## src/rtl/ppfr_pkg.sv

```systemverilog
// Shared types and constants for the pulse pair frame receiver.
package ppfr_pkg;

  localparam int SYMBOLS_PER_FRAME = 4;
  localparam int COUNT_WIDTH       = 16;
  localparam int SYM_IDX_W         = (SYMBOLS_PER_FRAME > 1) ? $clog2(SYMBOLS_PER_FRAME) : 1;
  localparam int OUT_SYMBOLS       = 4;
  localparam int OUT_TDATA_W       = 16;
  localparam int IN_TDATA_W        = 8;
  localparam int APB_ADDR_W        = 3;
  localparam int APB_DATA_W        = 32;

  localparam logic [COUNT_WIDTH-1:0] SLOT_TICKS_RESET   = COUNT_WIDTH'(1250);
  localparam logic [COUNT_WIDTH-1:0] START_WINDOW_RESET = COUNT_WIDTH'(4250);

  // register indexes (paddr[2])
  localparam logic REG_SLOT_TICKS   = 1'b0;
  localparam logic REG_START_WINDOW = 1'b1;

  localparam logic [1:0] SYM_ZERO    = 2'd0;
  localparam logic [1:0] SYM_ONE     = 2'd1;
  localparam logic [1:0] SYM_INVALID = 2'd2;

  localparam logic STATUS_OK      = 1'b0;
  localparam logic STATUS_DISCARD = 1'b1;

  typedef struct packed {
    logic [COUNT_WIDTH-1:0] slot_ticks;
    logic [COUNT_WIDTH-1:0] start_window_ticks;
  } ppfr_cfg_t;

  typedef struct packed {
    logic [OUT_SYMBOLS-1:0][1:0] symbol;
    logic                        frame_status;
  } ppfr_result_t;

endpackage

```

## src/rtl/ppfr_cfg_regs.sv

```systemverilog
// APB register file holding slot and start window lengths.
module ppfr_cfg_regs (
  input  logic                           clk,
  input  logic                           rst,
  input  logic                           psel,
  input  logic                           penable,
  input  logic                           pwrite,
  input  logic [ppfr_pkg::APB_ADDR_W-1:0] paddr,
  input  logic [ppfr_pkg::APB_DATA_W-1:0] pwdata,
  output logic [ppfr_pkg::APB_DATA_W-1:0] prdata,
  output logic                           pready,
  output ppfr_pkg::ppfr_cfg_t            cfg
);
  import ppfr_pkg::*;

  logic wr_en;

  assign pready = 1'b1;
  assign wr_en  = psel & penable & pwrite & pready;

  always_ff @(posedge clk) begin
    if (rst) begin
      cfg.slot_ticks         <= SLOT_TICKS_RESET;
      cfg.start_window_ticks <= START_WINDOW_RESET;
    end else if (wr_en) begin
      unique case (paddr[2])
        REG_SLOT_TICKS:   cfg.slot_ticks         <= pwdata[COUNT_WIDTH-1:0];
        REG_START_WINDOW: cfg.start_window_ticks <= pwdata[COUNT_WIDTH-1:0];
        default:          ;
      endcase
    end
  end

  always_comb begin
    prdata = '0;
    unique case (paddr[2])
      REG_SLOT_TICKS:   prdata[COUNT_WIDTH-1:0] = cfg.slot_ticks;
      REG_START_WINDOW: prdata[COUNT_WIDTH-1:0] = cfg.start_window_ticks;
      default:          prdata = '0;
    endcase
  end

endmodule

```

## src/rtl/ppfr_frame_fsm.sv

```systemverilog
// Frame sequencer: start window, symbol slots, stop check and result build.
module ppfr_frame_fsm (
  input  logic                   clk,
  input  logic                   rst,
  input  logic                   acc,
  input  logic                   line_sample,
  input  ppfr_pkg::ppfr_cfg_t    cfg,
  output logic                   res_valid,
  output ppfr_pkg::ppfr_result_t res
);
  import ppfr_pkg::*;

  localparam logic [2:0] PH_IDLE   = 3'd0;
  localparam logic [2:0] PH_START  = 3'd1;
  localparam logic [2:0] PH_SYM_A  = 3'd2;
  localparam logic [2:0] PH_SYM_B  = 3'd3;
  localparam logic [2:0] PH_STOP_A = 3'd4;
  localparam logic [2:0] PH_STOP_B = 3'd5;

  localparam logic [SYM_IDX_W-1:0] LAST_IDX = SYM_IDX_W'(SYMBOLS_PER_FRAME - 1);

  logic [2:0]             phase, phase_next;
  logic [COUNT_WIDTH-1:0] tick_count, tick_count_next;
  logic [SYM_IDX_W-1:0]   symbol_index, symbol_index_next;
  logic                   first_slot_high, first_slot_high_next;
  logic                   slot_high_seen, slot_high_seen_next;
  logic                   stop_ok, stop_ok_next;
  logic [1:0]             symbol_store [SYMBOLS_PER_FRAME];

  logic [COUNT_WIDTH-1:0] slot_len;
  logic [COUNT_WIDTH-1:0] start_end;
  logic [COUNT_WIDTH:0]   tick_inc;
  logic                   slot_done;
  logic                   start_done;
  logic                   start_abort;
  logic                   seen_now;
  logic                   sym_we;
  logic [1:0]             sym;
  logic                   emit_status;

  assign slot_len   = (cfg.slot_ticks == '0) ? COUNT_WIDTH'(1) : cfg.slot_ticks;
  assign start_end  = (cfg.start_window_ticks > slot_len) ? cfg.start_window_ticks : slot_len;
  assign tick_inc   = {1'b0, tick_count} + (COUNT_WIDTH+1)'(1);
  assign slot_done  = tick_inc >= {1'b0, slot_len};
  assign start_done = tick_inc >= {1'b0, start_end};
  assign start_abort = line_sample && (tick_count >= slot_len) &&
                       (tick_count < cfg.start_window_ticks);
  assign seen_now   = slot_high_seen | line_sample;

  always_comb begin
    if (first_slot_high && seen_now)        sym = SYM_ONE;
    else if (!first_slot_high && !seen_now) sym = SYM_ZERO;
    else                                     sym = SYM_INVALID;
  end

  always_comb begin
    phase_next           = phase;
    tick_count_next      = tick_count;
    symbol_index_next    = symbol_index;
    first_slot_high_next = first_slot_high;
    slot_high_seen_next  = slot_high_seen;
    stop_ok_next         = stop_ok;
    sym_we               = 1'b0;
    res_valid            = 1'b0;
    emit_status          = STATUS_DISCARD;
    if (acc) begin
      unique case (phase)
        PH_IDLE, PH_START: begin
          if (phase == PH_START && start_abort) begin
            phase_next      = PH_IDLE;
            tick_count_next = '0;
          end else if (phase == PH_START || line_sample) begin
            if (start_done) begin
              symbol_index_next   = '0;
              phase_next          = PH_SYM_A;
              tick_count_next     = '0;
              slot_high_seen_next = 1'b0;
            end else begin
              phase_next      = PH_START;
              tick_count_next = tick_inc[COUNT_WIDTH-1:0];
            end
          end
        end
        PH_SYM_A: begin
          if (slot_done) begin
            first_slot_high_next = seen_now;
            phase_next           = PH_SYM_B;
            tick_count_next      = '0;
            slot_high_seen_next  = 1'b0;
          end else begin
            tick_count_next     = tick_inc[COUNT_WIDTH-1:0];
            slot_high_seen_next = seen_now;
          end
        end
        PH_SYM_B: begin
          if (slot_done) begin
            sym_we              = 1'b1;
            tick_count_next     = '0;
            slot_high_seen_next = 1'b0;
            if (symbol_index == LAST_IDX) begin
              stop_ok_next = 1'b0;
              phase_next   = PH_STOP_A;
            end else begin
              symbol_index_next = symbol_index + SYM_IDX_W'(1);
              phase_next        = PH_SYM_A;
            end
          end else begin
            tick_count_next     = tick_inc[COUNT_WIDTH-1:0];
            slot_high_seen_next = seen_now;
          end
        end
        PH_STOP_A: begin
          if (line_sample) stop_ok_next = 1'b1;
          if (slot_done) begin
            phase_next          = PH_STOP_B;
            tick_count_next     = '0;
            slot_high_seen_next = 1'b0;
          end else begin
            tick_count_next = tick_inc[COUNT_WIDTH-1:0];
          end
        end
        PH_STOP_B: begin
          if (line_sample || slot_done) begin
            res_valid   = 1'b1;
            emit_status = (!line_sample && stop_ok) ? STATUS_OK : STATUS_DISCARD;
            phase_next           = PH_IDLE;
            tick_count_next      = '0;
            symbol_index_next    = '0;
            slot_high_seen_next  = 1'b0;
            first_slot_high_next = 1'b0;
            stop_ok_next         = 1'b0;
          end else begin
            tick_count_next = tick_inc[COUNT_WIDTH-1:0];
          end
        end
        default: begin
          phase_next      = PH_IDLE;
          tick_count_next = '0;
        end
      endcase
    end
  end

  always_comb begin
    res.frame_status = emit_status;
    for (int k = 0; k < OUT_SYMBOLS; k++) begin
      res.symbol[k] = (k < SYMBOLS_PER_FRAME) ? symbol_store[k] : SYM_ZERO;
    end
  end

  always_ff @(posedge clk) begin
    if (rst) begin
      phase           <= PH_IDLE;
      tick_count      <= '0;
      symbol_index    <= '0;
      first_slot_high <= 1'b0;
      slot_high_seen  <= 1'b0;
      stop_ok         <= 1'b0;
    end else begin
      phase           <= phase_next;
      tick_count      <= tick_count_next;
      symbol_index    <= symbol_index_next;
      first_slot_high <= first_slot_high_next;
      slot_high_seen  <= slot_high_seen_next;
      stop_ok         <= stop_ok_next;
    end
  end

  always_ff @(posedge clk) begin
    if (sym_we) symbol_store[symbol_index] <= sym;
  end

  a_emit_to_idle: assert property (@(posedge clk) disable iff (rst)
    res_valid |=> phase == PH_IDLE)
    else $error("phase not idle after frame result");

  a_emit_from_stop: assert property (@(posedge clk) disable iff (rst)
    res_valid |-> (phase == PH_STOP_B && acc))
    else $error("frame result outside second stop slot");

  a_stop_ok_src: assert property (@(posedge clk) disable iff (rst)
    $rose(stop_ok) |-> $past(phase) == PH_STOP_A)
    else $error("stop flag set outside first stop slot");

endmodule

```

## src/rtl/ppfr_out_buf.sv

```systemverilog
// Two-entry output register with skid stage on the result stream.
module ppfr_out_buf (
  input  logic                   clk,
  input  logic                   rst,
  input  logic                   push,
  input  ppfr_pkg::ppfr_result_t push_data,
  output logic                   space,
  output logic                   m_tvalid,
  input  logic                   m_tready,
  output ppfr_pkg::ppfr_result_t out_data
);
  import ppfr_pkg::*;

  logic         out_valid;
  logic         skid_valid;
  ppfr_result_t skid_data;
  logic         pop;

  assign pop      = out_valid & m_tready;
  assign space    = ~skid_valid;
  assign m_tvalid = out_valid;

  always_ff @(posedge clk) begin
    if (rst) begin
      out_valid  <= 1'b0;
      skid_valid <= 1'b0;
    end else begin
      if (skid_valid) begin
        if (pop) begin
          skid_valid <= 1'b0;
        end
      end else if (push) begin
        if (out_valid && !pop) begin
          skid_valid <= 1'b1;
        end else begin
          out_valid <= 1'b1;
        end
      end else if (pop) begin
        out_valid <= 1'b0;
      end
    end
  end

  always_ff @(posedge clk) begin
    if (skid_valid && pop) begin
      out_data <= skid_data;
    end else if (push && !skid_valid && (!out_valid || pop)) begin
      out_data <= push_data;
    end
    if (push && !skid_valid && out_valid && !pop) begin
      skid_data <= push_data;
    end
  end

  a_skid_needs_out: assert property (@(posedge clk) disable iff (rst)
    skid_valid |-> out_valid)
    else $error("skid entry without output entry");

  a_no_overflow: assert property (@(posedge clk) disable iff (rst)
    push |-> !skid_valid)
    else $error("result pushed into full buffer");

  a_skid_drains: assert property (@(posedge clk) disable iff (rst)
    (skid_valid && pop) |=> (out_valid && !skid_valid))
    else $error("skid entry lost on drain");

endmodule

```

## src/rtl/pulse_pair_frame_receiver.sv

```systemverilog
// Pulse pair frame receiver top level.
//
// Usage: one line sample per request on the s_ channel (s_tdata[0], 1 = pulse).
// Samples are taken one per clock while s_tready is high; the frame sequencer
// advances once per accepted sample, so timing is counted in accepted samples,
// not clocks. A frame starts on a high sample in idle, runs the start quiet
// window, four two-slot symbols and a two-slot stop check, then produces one
// request on the m_ channel with the symbols and a status bit.
// Results are registered as the frame's final sample is accepted: into the
// output register if free or draining, else into the skid stage. Throughput:
// one sample per clock while s_tready is high, set by the single registered
// pass of the sequencer; the skid stage keeps s_tready up while a result waits.
// When the receiver stalls, up to two results are held; s_tready drops
// only when both are full and returns as soon as one is taken.
// Reset (rst, synchronous) returns the sequencer to idle, empties the
// result buffer and loads slot_ticks = 1250 and start_window_ticks = 4250.
// Registers via APB: slot_ticks at 0x0, start_window_ticks at 0x4.
module pulse_pair_frame_receiver (
  input  logic                             clk,
  input  logic                             rst,
  input  logic                             s_tvalid,
  output logic                             s_tready,
  input  logic [ppfr_pkg::IN_TDATA_W-1:0]  s_tdata,   // [0] line_sample
  output logic                             m_tvalid,
  input  logic                             m_tready,
  output logic [ppfr_pkg::OUT_TDATA_W-1:0] m_tdata,   // [0] frame_status, [2:1] symbol_0,
                                                      // [4:3] symbol_1, [6:5] symbol_2,
                                                      // [8:7] symbol_3
  input  logic                             psel,
  input  logic                             penable,
  input  logic                             pwrite,
  input  logic [ppfr_pkg::APB_ADDR_W-1:0]  paddr,
  input  logic [ppfr_pkg::APB_DATA_W-1:0]  pwdata,
  output logic [ppfr_pkg::APB_DATA_W-1:0]  prdata,
  output logic                             pready
);
  import ppfr_pkg::*;

  ppfr_cfg_t    cfg;
  ppfr_result_t res;
  ppfr_result_t out_data;
  logic         res_valid;
  logic         space;
  logic         acc;

  assign s_tready = space;
  assign acc      = s_tvalid & s_tready;
  assign m_tdata  = {(OUT_TDATA_W - $bits(ppfr_result_t))'(0), out_data};

  ppfr_cfg_regs u_cfg (
    .clk     (clk),
    .rst     (rst),
    .psel    (psel),
    .penable (penable),
    .pwrite  (pwrite),
    .paddr   (paddr),
    .pwdata  (pwdata),
    .prdata  (prdata),
    .pready  (pready),
    .cfg     (cfg)
  );

  ppfr_frame_fsm u_fsm (
    .clk         (clk),
    .rst         (rst),
    .acc         (acc),
    .line_sample (s_tdata[0]),
    .cfg         (cfg),
    .res_valid   (res_valid),
    .res         (res)
  );

  ppfr_out_buf u_out (
    .clk       (clk),
    .rst       (rst),
    .push      (res_valid),
    .push_data (res),
    .space     (space),
    .m_tvalid  (m_tvalid),
    .m_tready  (m_tready),
    .out_data  (out_data)
  );

endmodule
```

## config.mk

```make
export PLATFORM = sky130hd
export DESIGN_NAME = pulse_pair_frame_receiver
export DESIGN_NICKNAME = d
export VERILOG_FILES = /design/src/rtl/ppfr_pkg.sv /design/src/rtl/ppfr_cfg_regs.sv /design/src/rtl/ppfr_frame_fsm.sv /design/src/rtl/ppfr_out_buf.sv /design/src/rtl/pulse_pair_frame_receiver.sv
export SDC_FILE = /design/constraint.sdc
export NUM_CORES = 1
export LEC_CHECK = 0
export ABC_AREA = 0
export BUFFER_PORTS_ARGS = -buffer_cell sky130_fd_sc_hd__buf_2
export CORE_ASPECT_RATIO = 0.7
export CORE_MARGIN = 8
export CORE_UTILIZATION = 35
export CTS_CLUSTER_DIAMETER = 100
export CTS_CLUSTER_SIZE = 16
export DETAILED_ROUTE_END_ITERATION = 8
export REMOVE_ABC_BUFFERS = 1
export SLEW_MARGIN = 20
export SYNTH_ARGS = -nofsm -noshare
export SYNTH_HDL_FRONTEND = slang
export SYNTH_SLANG_ARGS = --single-unit
```

## constraint.sdc

```tcl
create_clock -name clk -period 5.8 [get_ports clk]
set_input_delay 1.16 -clock clk [delete_from_list [all_inputs] [get_ports clk]]
set_output_delay 1.16 -clock clk [all_outputs]
set_load 0.05 [all_outputs]
```

-- Word level (Yosys, flattened, before mapping)
Memories as Yosys holds them, arrays and structs flattened.
Cells that the tools add are included.
W data, S select, Z words.
- reduce and logical (&&, ||, !) cells: 41
- bitwise operators: 7
- shift-type cells: 0
- muxes and demuxes: 61
- divide/modulo/power cells: 0
- $lt $le $gt $ge: 5
- equality and inequality tests: 18
- $mul: 0
- $add $sub $neg: 2
- operators with widths (cell ; count):
    $mux W16 ; 7
    $pmux W16 S3 ; 1
    $ge A17 B16 Y1 ; 2
    $pmux W16 S2 ; 1
    $mux W1 ; 29
    $mux W3 ; 7
    $mux W2 ; 9
    $mux W9 ; 2
    $add A16 B1 Y17 const B ; 1
    $ge A16 B16 Y1 ; 1
    $gt A16 B16 Y1 ; 1
    $logic_not A16 Y1 ; 1
    $lt A16 B16 Y1 ; 1
    $pmux W3 S5 ; 1
    $ne A2 B1 Y1 const B ; 7
    $logic_and A1 B1 Y1 ; 12
    $reduce_and A6 Y1 ; 2
    $ne A2 B2 Y1 const B ; 4
    $reduce_and A8 Y1 ; 1
    $reduce_and A7 Y1 ; 1
    $eq A3 B2 Y1 const B ; 2
    $eq A3 B3 Y1 const B ; 2
    $logic_not A1 Y1 ; 6
    $pmux W2 S3 ; 1
    other kinds (20) ; 32
- latch bits: 0
- memories kept: 1
- bits in read-only memories: 0
- memory bits (writable): 8
- bits of input ports: 50
- bits in registers: 76
- output and inout port bits: 51
- memories (name ; depth ; width ; rd ports ; clocked after Yosys merged registers in ; write ports ; line ; text):
    u_fsm.symbol_store ; 4 ; 2 ; 4 ; 0 ; 1 ; ppfr_frame_fsm.sv:28 ; logic [1:0] symbol_store [SYMBOLS_PER_FRAME];

-- Longest topological paths before layout
Gate-level depths: netlist of run 1.
- depth in word-level cells: 11
- depth in mapped cells: 20
- gate-level depth less buffers: 18

-- Cells and area by module
A second synthesis of run 1 with hierarchy kept.
- cells, all modules: 695
- area total of the unflattened synthesis: 6581.3 um^2
- modules (own cells, without submodules) (module ; cells an instance ; area an instance (um^2) ; times used):
    ppfr_frame_fsm ; 478 ; 4068.9 ; 1
    ppfr_cfg_regs ; 168 ; 1697.9 ; 1
    ppfr_out_buf ; 40 ; 752.0 ; 1
    pulse_pair_frame_receiver ; 9 ; 62.6 ; 1

-- Least setup slack after synthesis of run 1
No wires, ideal clock.
- kind: register to register
- start: register, netlist name u_cfg.cfg[19]
- end: register u_fsm.tick_count[13]
- library setup time: 58 ps
- required time: 5742 ps
- arrival: 4040 ps
- path slack: 1702 ps
- buffers on the path: 2
- stages on the path, launching flop included: 18
- cell sequence: dfxtp_1 -> nor4_1 -> a41o_1 -> ha_1 -> nand3_1 -> nor4_1 -> or3_1 -> o22ai_2 -> buf_2 -> mux2i_1 -> ha_1 -> or4_1 -> nand4b_1 -> nand4_2 -> a311oi_4 -> buf_6 -> o211ai_1 -> nand2_1
- cells in the longest elaborated chain, start to end: 9
- elaborated cells between the ends (all ways): 19
- classes of those cells: order compare (4); eq/ne (1); mux (8); reduce/logical (6)
- RTL lines (element ; line ; text):
    $logic_not A16 Y1 ; ppfr_frame_fsm.sv:41 ; assign slot_len = (cfg.slot_ticks == '0) ? COUNT_WIDTH'(1) : cfg.slot_ticks;
    $mux W16 * ; ppfr_frame_fsm.sv:41 ;
    $gt A16 B16 Y1 ; ppfr_frame_fsm.sv:42 ; assign start_end = (cfg.start_window_ticks > slot_len) ? cfg.start_window_ticks : slot_len;
    $mux W16 ; ppfr_frame_fsm.sv:42 ;
    $ge A17 B16 Y1 ; ppfr_frame_fsm.sv:45 ; assign start_done = tick_inc >= {1'b0, start_end};
    $mux W16 ; ppfr_frame_fsm.sv:73 ; if (start_done) begin
    $mux W16 ; ppfr_frame_fsm.sv:72 ; end else if (phase == PH_START || line_sample) begin
    $mux W16 ; ppfr_frame_fsm.sv:69 ; if (phase == PH_START && start_abort) begin
    $pmux W16 S3 ; ppfr_frame_fsm.sv:67 ; unique case (phase)
    end signal: assignment ; ppfr_frame_fsm.sv:161 ; tick_count <= tick_count_next;
    end: declaration ; ppfr_frame_fsm.sv:23 ; logic [COUNT_WIDTH-1:0] tick_count, tick_count_next;
Mark *: on every way between the ends. The rest lies on a longest branch, timed or not. The select of a mux whose other input is x is not followed.
A chain may end at the register's enable or synchronous reset.

-- Worst setup path after layout of run 1
- start: register, netlist name u_cfg.cfg[24]
- end: register u_fsm.tick_count[4]
- cells in the longest elaborated chain, start to end: 9
- elaborated cells between the ends (all ways): 19
- classes of those cells: order compare (4); eq/ne (1); mux (8); reduce/logical (6)
- RTL lines (element ; line):
    $logic_not A16 Y1 ; ppfr_frame_fsm.sv:41
    $mux W16 * ; ppfr_frame_fsm.sv:41
    $gt A16 B16 Y1 ; ppfr_frame_fsm.sv:42
    $mux W16 ; ppfr_frame_fsm.sv:42
    $ge A17 B16 Y1 ; ppfr_frame_fsm.sv:45
    $mux W16 ; ppfr_frame_fsm.sv:73
    $mux W16 ; ppfr_frame_fsm.sv:72
    $mux W16 ; ppfr_frame_fsm.sv:69
    $pmux W16 S3 ; ppfr_frame_fsm.sv:67
Marks and branches as above.

==> results of run 1 <==
per-layer routing:
metal / share of wire (%) / wire length, µm / vias to the layer above
met4: 0.72 / 105 / 0
met1: 56 / 8130 / 2172
met3: 4.7 / 676 / 13
met2: 39 / 5620 / 103
met5: 0 / 0 / -
li1: - / - / 2540
Yosys cell counts (6+ instances only):
library cell	instances
sky130_fd_sc_hd__nor3_1	9
sky130_fd_sc_hd__and4_1	6
sky130_fd_sc_hd__ha_1	85
sky130_fd_sc_hd__o21a_1	6
sky130_fd_sc_hd__and2_1	7
sky130_fd_sc_hd__xnor2_1	7
sky130_fd_sc_hd__nor2_1	30
sky130_fd_sc_hd__nand3_1	19
sky130_fd_sc_hd__nand2_1	106
sky130_fd_sc_hd__buf_4	24
sky130_fd_sc_hd__o211ai_1	11
sky130_fd_sc_hd__edfxtp_1	26
sky130_fd_sc_hd__a21o_1	7
sky130_fd_sc_hd__o21ai_0	31
sky130_fd_sc_hd__dfxtp_1	58
sky130_fd_sc_hd__nand4_1	11
sky130_fd_sc_hd__nand2b_1	10
sky130_fd_sc_hd__inv_1	47
sky130_fd_sc_hd__a211o_1	10
sky130_fd_sc_hd__nor2b_1	6
sky130_fd_sc_hd__nor4_1	6
sky130_fd_sc_hd__clkbuf_1	18
sky130_fd_sc_hd__a21oi_1	57
sky130_fd_sc_hd__mux2i_1	17
sky130_fd_sc_hd__mux2_2	10
flip-flops by register name, summed over array words and instances (netlist names):
name                   cells
u_fsm.stop_ok              1
u_fsm.tick_count          16
u_out.skid_valid           1
u_out.skid_data            9
u_out.out_data             9
u_fsm.phase                3
u_fsm.symbol_index         2
u_out.m_tvalid             1
u_fsm.slot_high_seen       1
u_fsm.first_slot_high      1
u_fsm.symbol_store         8
u_cfg.cfg                 32
area by class of cell:
cell class,count,area [µm²],area share [%]
multi-input combinational,539,3720,55.3
sequential,84,1940,28.9
timing repair buffer,56,293,4.36
tap,231,289,4.30
clock buffer,9,225,3.35
inverter,47,176,2.63
clock inverter,7,76.3,1.14
power by group:
part,leakage (nW),switching [mW],internal [mW]
Combinational,2.11,0.153,0.0783
Sequential,0.727,0.0177,0.613
Clock,0.148,0.278,0.305
per-stage QoR:
step | setup slack, ns | cell area [µm²] | instances
2_1_floorplan | 1.45 | 5830 | 670
3_3_place_gp | 0.680 | 6410 | 957
3_5_place_dp | 0.663 | 6410 | 957
4_1_cts | 0.658 | 6720 | 973
5_1_grt | 0.228 | 6720 | 973
6_report | 0.671 | 6720 | 973
logic make-up after synthesis:
kind of cell | count (synthesis) | synth area share (%)
other | 2 | 0.124
DFF | 84 | 32.0
AOI/OAI and AO/OA | 161 | 17.7
xor gates and xnor gates | 11 | 1.59
and+or+nand+nor | 231 | 18.3
muxes | 27 | 4.66
buffers and inverters | 97 | 8.05
adders and majority gates | 85 | 17.5
worst max path at each step:
stage / startpoint / endpoint / depth (start not counted)
finish: u_cfg.cfg[24] / u_fsm.tick_count[4] / 17
global route: u_cfg.cfg[19] / u_fsm.tick_count[4] / 17
CTS: u_cfg.cfg[24] / u_fsm.tick_count[4] / 17
detailed placement: u_cfg.cfg[24] / u_fsm.tick_count[4] / 17
global placement: u_cfg.cfg[24] / u_fsm.tick_count[4] / 19
floorplan: u_cfg.cfg[19] / u_fsm.tick_count[2] / 16
cells in the final DEF, fill, tap and decap left out, drive strengths merged, types with 7 or more instances in the layout:
| master | count |
|---|---|
| a21oi | 57 |
| edfxtp | 26 |
| buf | 56 |
| ha | 85 |
| nor3 | 10 |
| dfxtp | 58 |
| xnor2 | 7 |
| o211ai | 11 |
| nand2 | 106 |
| a211o | 10 |
| conb | 24 |
| inv | 50 |
| clkbuf | 9 |
| nor4 | 7 |
| nand3 | 19 |
| nand2b | 10 |
| o21ai | 33 |
| and2 | 9 |
| mux2i | 17 |
| a21o | 7 |
| nor2 | 31 |
| nand4 | 12 |
| mux2 | 10 |
==> results.md, run 1 <==
| Quantity | Reported |
|:---|:---|
| Run status | finished clean |
| Detail Placement HPWL | 11.4 mm |
| Initial DRT Pass Iterations | 4 |
| Effective utilization at floorplan | 35.5% |
| Critical Path Slowest Stage Cell | sky130_fd_sc_hd__a311oi_4 |
| Crit-path cells | nor4_1, a41o_1, ha_1, nand3_1, nor4_1, or3_1, o22ai_2, buf_4, mux2i_1, ha_1, a21oi_1, o21ai_0, a221oi_1, nand4_2, a311oi_4, o21ai_1, o22ai_1 |
| Met1 Track Usage GR | 20.1% |
| Total count of max-transition violations in the final report | 0 |
| Predominant post-synthesis flop cell | sky130_fd_sc_hd__dfxtp_1 |
| FF-to-FF End | u_fsm.tick_count[4] |
| Source-to-sink clock delay at the later pin of the worst-skew pair | 0.36 ns |
| CP top delay family | compound AO/OA/AOI/OAI gates |
| Clock transition at the register clock pins on the worst setup and hold paths after CTS | 0.07 ns |
| Synthesized area divided by synthesized cell count | 8.68 µm² |
| Number of I/O port buffers | 51 |
| Vias per Instance | 4.96 |
| First-pass GRT wire length | 24.3 mm |
| Met2 capacity usage during global routing | 18.5% |
| # diodes | 0 |
| Data arrival time at the worst-slack endpoint | 5.41 ns |
| Number of max-cap violations | 0 |
| Number of buffers inserted by hold repair at cts | 0 |
| Largest net degree at the start of global routing | 48 |
| Total design power | 1.45 mW |
| Leak | 2.99 nW |
| Initial antenna violation count | 0 |
| Beginning of the worst register-to-register path | u_cfg.cfg[24] |
| Portion of the clock cycle consumed by the worst path in the final layout | 88.4% |
| TritonCTS buffer count | 9 |
| Total track usage | 13.5% |
| I/O pin total | 101 |
| Type of the tightest min-delay check | register to register |
| Crit-path max FO | 15 |
| Worst min-delay path endpoint | u_out.skid_data[2] |
| Via Count | 4828 |
| Type of the worst setup path | register to register |
| Die X-Extent | 173 µm |
| Yosys reg bits | 84 |
| Setup Buffers After CTS | 0 |
| Kind of start point of the critical path | register |
| Number of resized instances in the post-cts repair step | 0 |
| Hold wc startpoint | u_fsm.symbol_store[0][1] |
| Post-detailed-route count of antenna-violating nets | 0 |
| CTS tree | built |
| Number of cells traversed by the worst register-to-register path | 17 |
| Layout Area Growth over Synthesis | 10.8% |
| Peak clock frequency supported by timing | 0.195 GHz |
| Number of rows in the core area | 40 |
| Die outline area | 0.0219 mm² |
| H-tree Lvls | 3 |
| RSZ-0062 raised after global routing | false |
| Met3 usage in global routing | 3.82% |
| Buffers & Inverters on Critical Path | 1 |
| Hold path depth | 0 |
| Worst rel slew slack | 43.1% |
| Endpoint class of the critical path | register |
| Number of setup violations in the final report | 0 |
| Detailed Route WL | 14.5 mm |
| Worst voltage drop across the vdd grid | 0.130 mV |
| Initial drt markers | 260 |
| Net count, final | 872 |
| GPL Wtd Cong | 0.829 |
| Yosys warnings | 0 |
| Sequential share of the synthesized area | 32.0% |
| Slew at the pin closest to its max-slew limit | 0.853 ns |
| Worst path max stage delay | 0.75 ns |
| Required time worst endpoint | 6.08 ns |
| Cell area after synthesis | 0.00606 mm² |
| Area contributors post-synth | sky130_fd_sc_hd__dfxtp_1 19%, sky130_fd_sc_hd__ha_1 18%, sky130_fd_sc_hd__edfxtp_1 13%, sky130_fd_sc_hd__nand2_1 6.6%, sky130_fd_sc_hd__a21oi_1 4.7% |
| Busiest metal layer after global routing | met1 |
| Fraction of registers with async set/reset | 0% |
| Final routed DRC violation total | 0 |
| Synth Instances | 698 |
| Hold violation count in the final report | 0 |
| Power density relative to cell area | 215 mW/mm² |
| Utilization after layout | 39.4% |
| GRT Residual Overflow | 0 |
| Distinct cells, synth | 65 |
| Leading area contributor after synthesis | sky130_fd_sc_hd__dfxtp_1 |
| Total Neg Setup Slack | 0 ns |
| # clock sinks | 84 |
| Time the final worst path needs with I/O delays and setup | 5.13 ns |
| EDFF count, synth | 26 |
| Post-Route Skew | 0.0110 ns |
| Share of the synthesized area in the top cell type | 19.2% |
| Area inside the core boundary | 0.0171 mm² |
| Bufs on Longest Clock Path | 2 |
| Fill cells | 1762 |
| Clock root buffer | sky130_fd_sc_hd__clkbuf_16 |
| Vias in the first global route | 4560 |
| Chip Height | 126 µm |
| Worst-case register-to-register setup slack | 0.67 ns |
| Fraction of layout instances using a drive strength above 1 | 12.9% |
| Worst Hold Slack | 0.444 ns |
| Post-DR wirelength/cell | 14.9 µm |
Note: power is estimated with default switching activity, not from simulation.
==> run 2, diff against run 1 <==
Settings changed: CORE_ASPECT_RATIO 0.7 to 0.9.
==> run 2 against run 1 <==
Compared with the run above:
- wire length up 2.3%
- final cell count shrank 2.0%
- via count up 1.5%
- total power about the same
- register-to-register slack gained 0.11 ns
- worst setup slack improved by 0.11 ns
- combinational power hardly changed
- largest cell class unchanged
- clock skew is 0.0014 ns higher
- largest power group unchanged
- global-route usage rose by 0.58 points
==> results.md, run 2 (synthesis results as in run 1) <==
| Quantity | Reported | Change |
|:---|:---|:---|
| CTS tree | built |  |
| Number of resized instances in the post-cts repair step | 0 | unchanged |
| H-tree Lvls | 3 | unchanged |
| Largest registers in the final layout | u_cfg.cfg: 32 flops, u_fsm.tick_count: 16 flops |  |
| RSZ-0062 raised after global routing | false |  |
| Type of the worst setup path | register to register |  |
| Source-to-sink clock delay at the later pin of the worst-skew pair | 0.35 ns | about the same |
| Vias per Instance | 5.14 | +3.5% |
| Total track usage | 14.0% | +0.58 points |
| Power density relative to cell area | 216 mW/mm² | +0.35% |
| Number of rows in the core area | 45 | +13% |
| Number of max-cap violations | 0 | unchanged |
| Endpoint class of the critical path | register |  |
| Die outline area | 0.0218 mm² | -0.28% |
| Vias in the first global route | 4838 | +6.1% |
| Hold violation count in the final report | 0 | unchanged |
| Required time worst endpoint | 6.02 ns | -0.06 ns |
| Type of the tightest min-delay check | register to register |  |
| Post-Route Skew | 0.0124 ns | +0.00136 ns |
| Number of I/O port buffers | 51 | unchanged |
| TritonCTS buffer count | 9 | unchanged |
| Fill cells | 1734 | -1.6% |
| Worst slack after detailed placement | 0.962 ns | +0.299 ns |
| Total count of max-transition violations in the final report | 0 | unchanged |
| Leak | 2.99 nW | +0.14% |
| CP top delay family | compound AO/OA/AOI/OAI gates |  |
| # clock sinks | 84 | unchanged |
| Fraction of layout instances using a drive strength above 1 | 13.1% | +0.12 points |
| Crit-path max FO | 15 | unchanged |
| First-pass GRT wire length | 24.7 mm | +1.8% |
| Detailed Route WL | 14.9 mm | +2.3% |
| Crit-path cells | nor4_1, a41o_1, ha_1, nor2b_1, o21a_1, o21ai_0, a21oi_1, a221oi_1, o22ai_2, buf_4, mux2i_1, ha_1, nand3_1, nor3_1, nand4b_1, nand4_2, a311oi_4, buf_4, a2111oi_2, a211oi_2 |  |
| GRT Residual Overflow | 0 | unchanged |
| Critical Path Slowest Stage Cell | sky130_fd_sc_hd__nor3_1 |  |
| Clock root buffer | sky130_fd_sc_hd__clkbuf_16 |  |
| Portion of the clock cycle consumed by the worst path in the final layout | 86.6% | -1.9 points |
| Biggest register | u_cfg.cfg |  |
| Most common cell after layout, fill and taps aside | sky130_fd_sc_hd__nand2_1 |  |
| Worst Hold Slack | 0.450 ns | +0.00574 ns |
| Via Count | 4899 | +1.5% |
| Highest-count cells in the layout ignoring fill and taps | 106 x sky130_fd_sc_hd__nand2_1, 85 x sky130_fd_sc_hd__ha_1, 58 x sky130_fd_sc_hd__dfxtp_1 |  |
| Initial DRT Pass Iterations | 4 | unchanged |
| Total design power | 1.45 mW | about the same |
| Run status | finished clean |  |
| Bufs on Longest Clock Path | 2 | unchanged |
| # diodes | 0 | unchanged |
| Slew at the pin closest to its max-slew limit | 0.940 ns | +0.0866 ns |
| Post-DR wirelength/cell | 15.6 µm | +4.3% |
| GPL Wtd Cong | 0.825 | -0.47% |
| Initial drt markers | 267 | +2.7% |
| Data arrival time at the worst-slack endpoint | 5.24 ns | -0.17 ns |
| Initial antenna violation count | 0 | unchanged |
| Area inside the core boundary | 0.0169 mm² | -1.0% |
| Min setup slack post-route | 0.779 ns | +0.108 ns |
| Kind of start point of the critical path | register |  |
| Number of buffers inserted by hold repair at cts | 0 | unchanged |
| Peak clock frequency supported by timing | 0.199 GHz | +2.2% |
| I/O pin total | 101 | unchanged |
| Buffers & Inverters on Critical Path | 2 | +1 |
| Number of setup violations in the final report | 0 | unchanged |
| Worst rel slew slack | 37.4% | -5.8 points |
| Effective utilization at floorplan | 35.9% | +0.37 points |
| Die X-Extent | 155 µm | -11% |
| Time the final worst path needs with I/O delays and setup | 5.02 ns | -0.108 ns |
| Total Neg Setup Slack | 0 ns | unchanged |
| Clock transition at the register clock pins on the worst setup and hold paths after CTS | 0.07 ns | about the same |
| Setup Buffers After CTS | 0 | unchanged |
| Net count, final | 873 | +0.11% |
| Layout Area Growth over Synthesis | 10.5% |  |
| Detail Placement HPWL | 11.5 mm | +0.99% |
| Final routed DRC violation total | 0 | unchanged |
| Number of flip-flops in the largest register | 32 | unchanged |
| Worst path max stage delay | 0.47 ns | -0.28 ns |
| Worst voltage drop across the vdd grid | 0.154 mV | +19% |
| Largest net degree at the start of global routing | 48 | unchanged |
| Post-detailed-route count of antenna-violating nets | 0 | unchanged |
| Chip Height | 141 µm | +12% |
==> run 2: cell types whose count changed in the layout (fill, tap and decap cells not counted), sizes merged <==
cell / before / now
buf: 56 / 57
==> run 2: per-layer routing <==
layer	global-route usage [%]	routed length (µm)	vias up
li1	-	-	2550
met1	19.2	7630	2230
met2	21.3	6190	102
met3	3.18	813	17
met4	4.69	221	0
met5	0	0	-
==> run 2: worst reg2reg max path, delay by kind of cell, from the launching register on <==
family | cells | cell delay, ns
multiplexers | 1 | 0.14
flip-flops | 1 | 0.33
AND/OR/NAND/NOR | 6 | 1.62
AO/OA/AOI/OAI | 9 | 1.82
buffers and inverters | 2 | 0.50
adder cells (fa/ha/maj) | 2 | 0.49
==> run 2: where the power goes <==
group	leakage, nW	total (mW)	internal (mW)	switching (mW)
combinational	2.12	0.232	0.0778	0.154
clock	0.148	0.583	0.305	0.278
sequential	0.727	0.631	0.613	0.0184
total	2.99	1.45	0.996	0.451
==> run 2: through the flow <==
stage	util [%]	area [µm²]	instances
after floorplan	-	5830	670
after global placement	37.9	6400	938
after detailed placement	37.9	6400	938
after CTS	39.7	6700	954
after global routing	39.7	6700	954
final	39.7	6700	954
==> run 2: area by class of cell <==
class | instances | area [µm²] | share of cell area (%)
multi-input cells | 539 | 3720 | 55.5
flip-flops and latches | 84 | 1940 | 29.0
repair buffers | 57 | 300 | 4.48
well taps | 211 | 264 | 3.94
clock buffers | 9 | 225 | 3.36
inverters | 47 | 176 | 2.63
clock inverters | 7 | 76.3 | 1.14
==> run 2: path summary, 6_finish.rpt <==
check	from	end	slack (ns)	depth (start not counted)
max	u_cfg.cfg[23]	u_fsm.phase[0]	0.78	20
min	u_fsm.symbol_store[2][1]	u_out.skid_data[6]	0.45	0
max reg2reg	u_cfg.cfg[23]	u_fsm.phase[0]	0.78	20
min reg2reg	u_fsm.symbol_store[2][1]	u_out.skid_data[6]	0.45	0
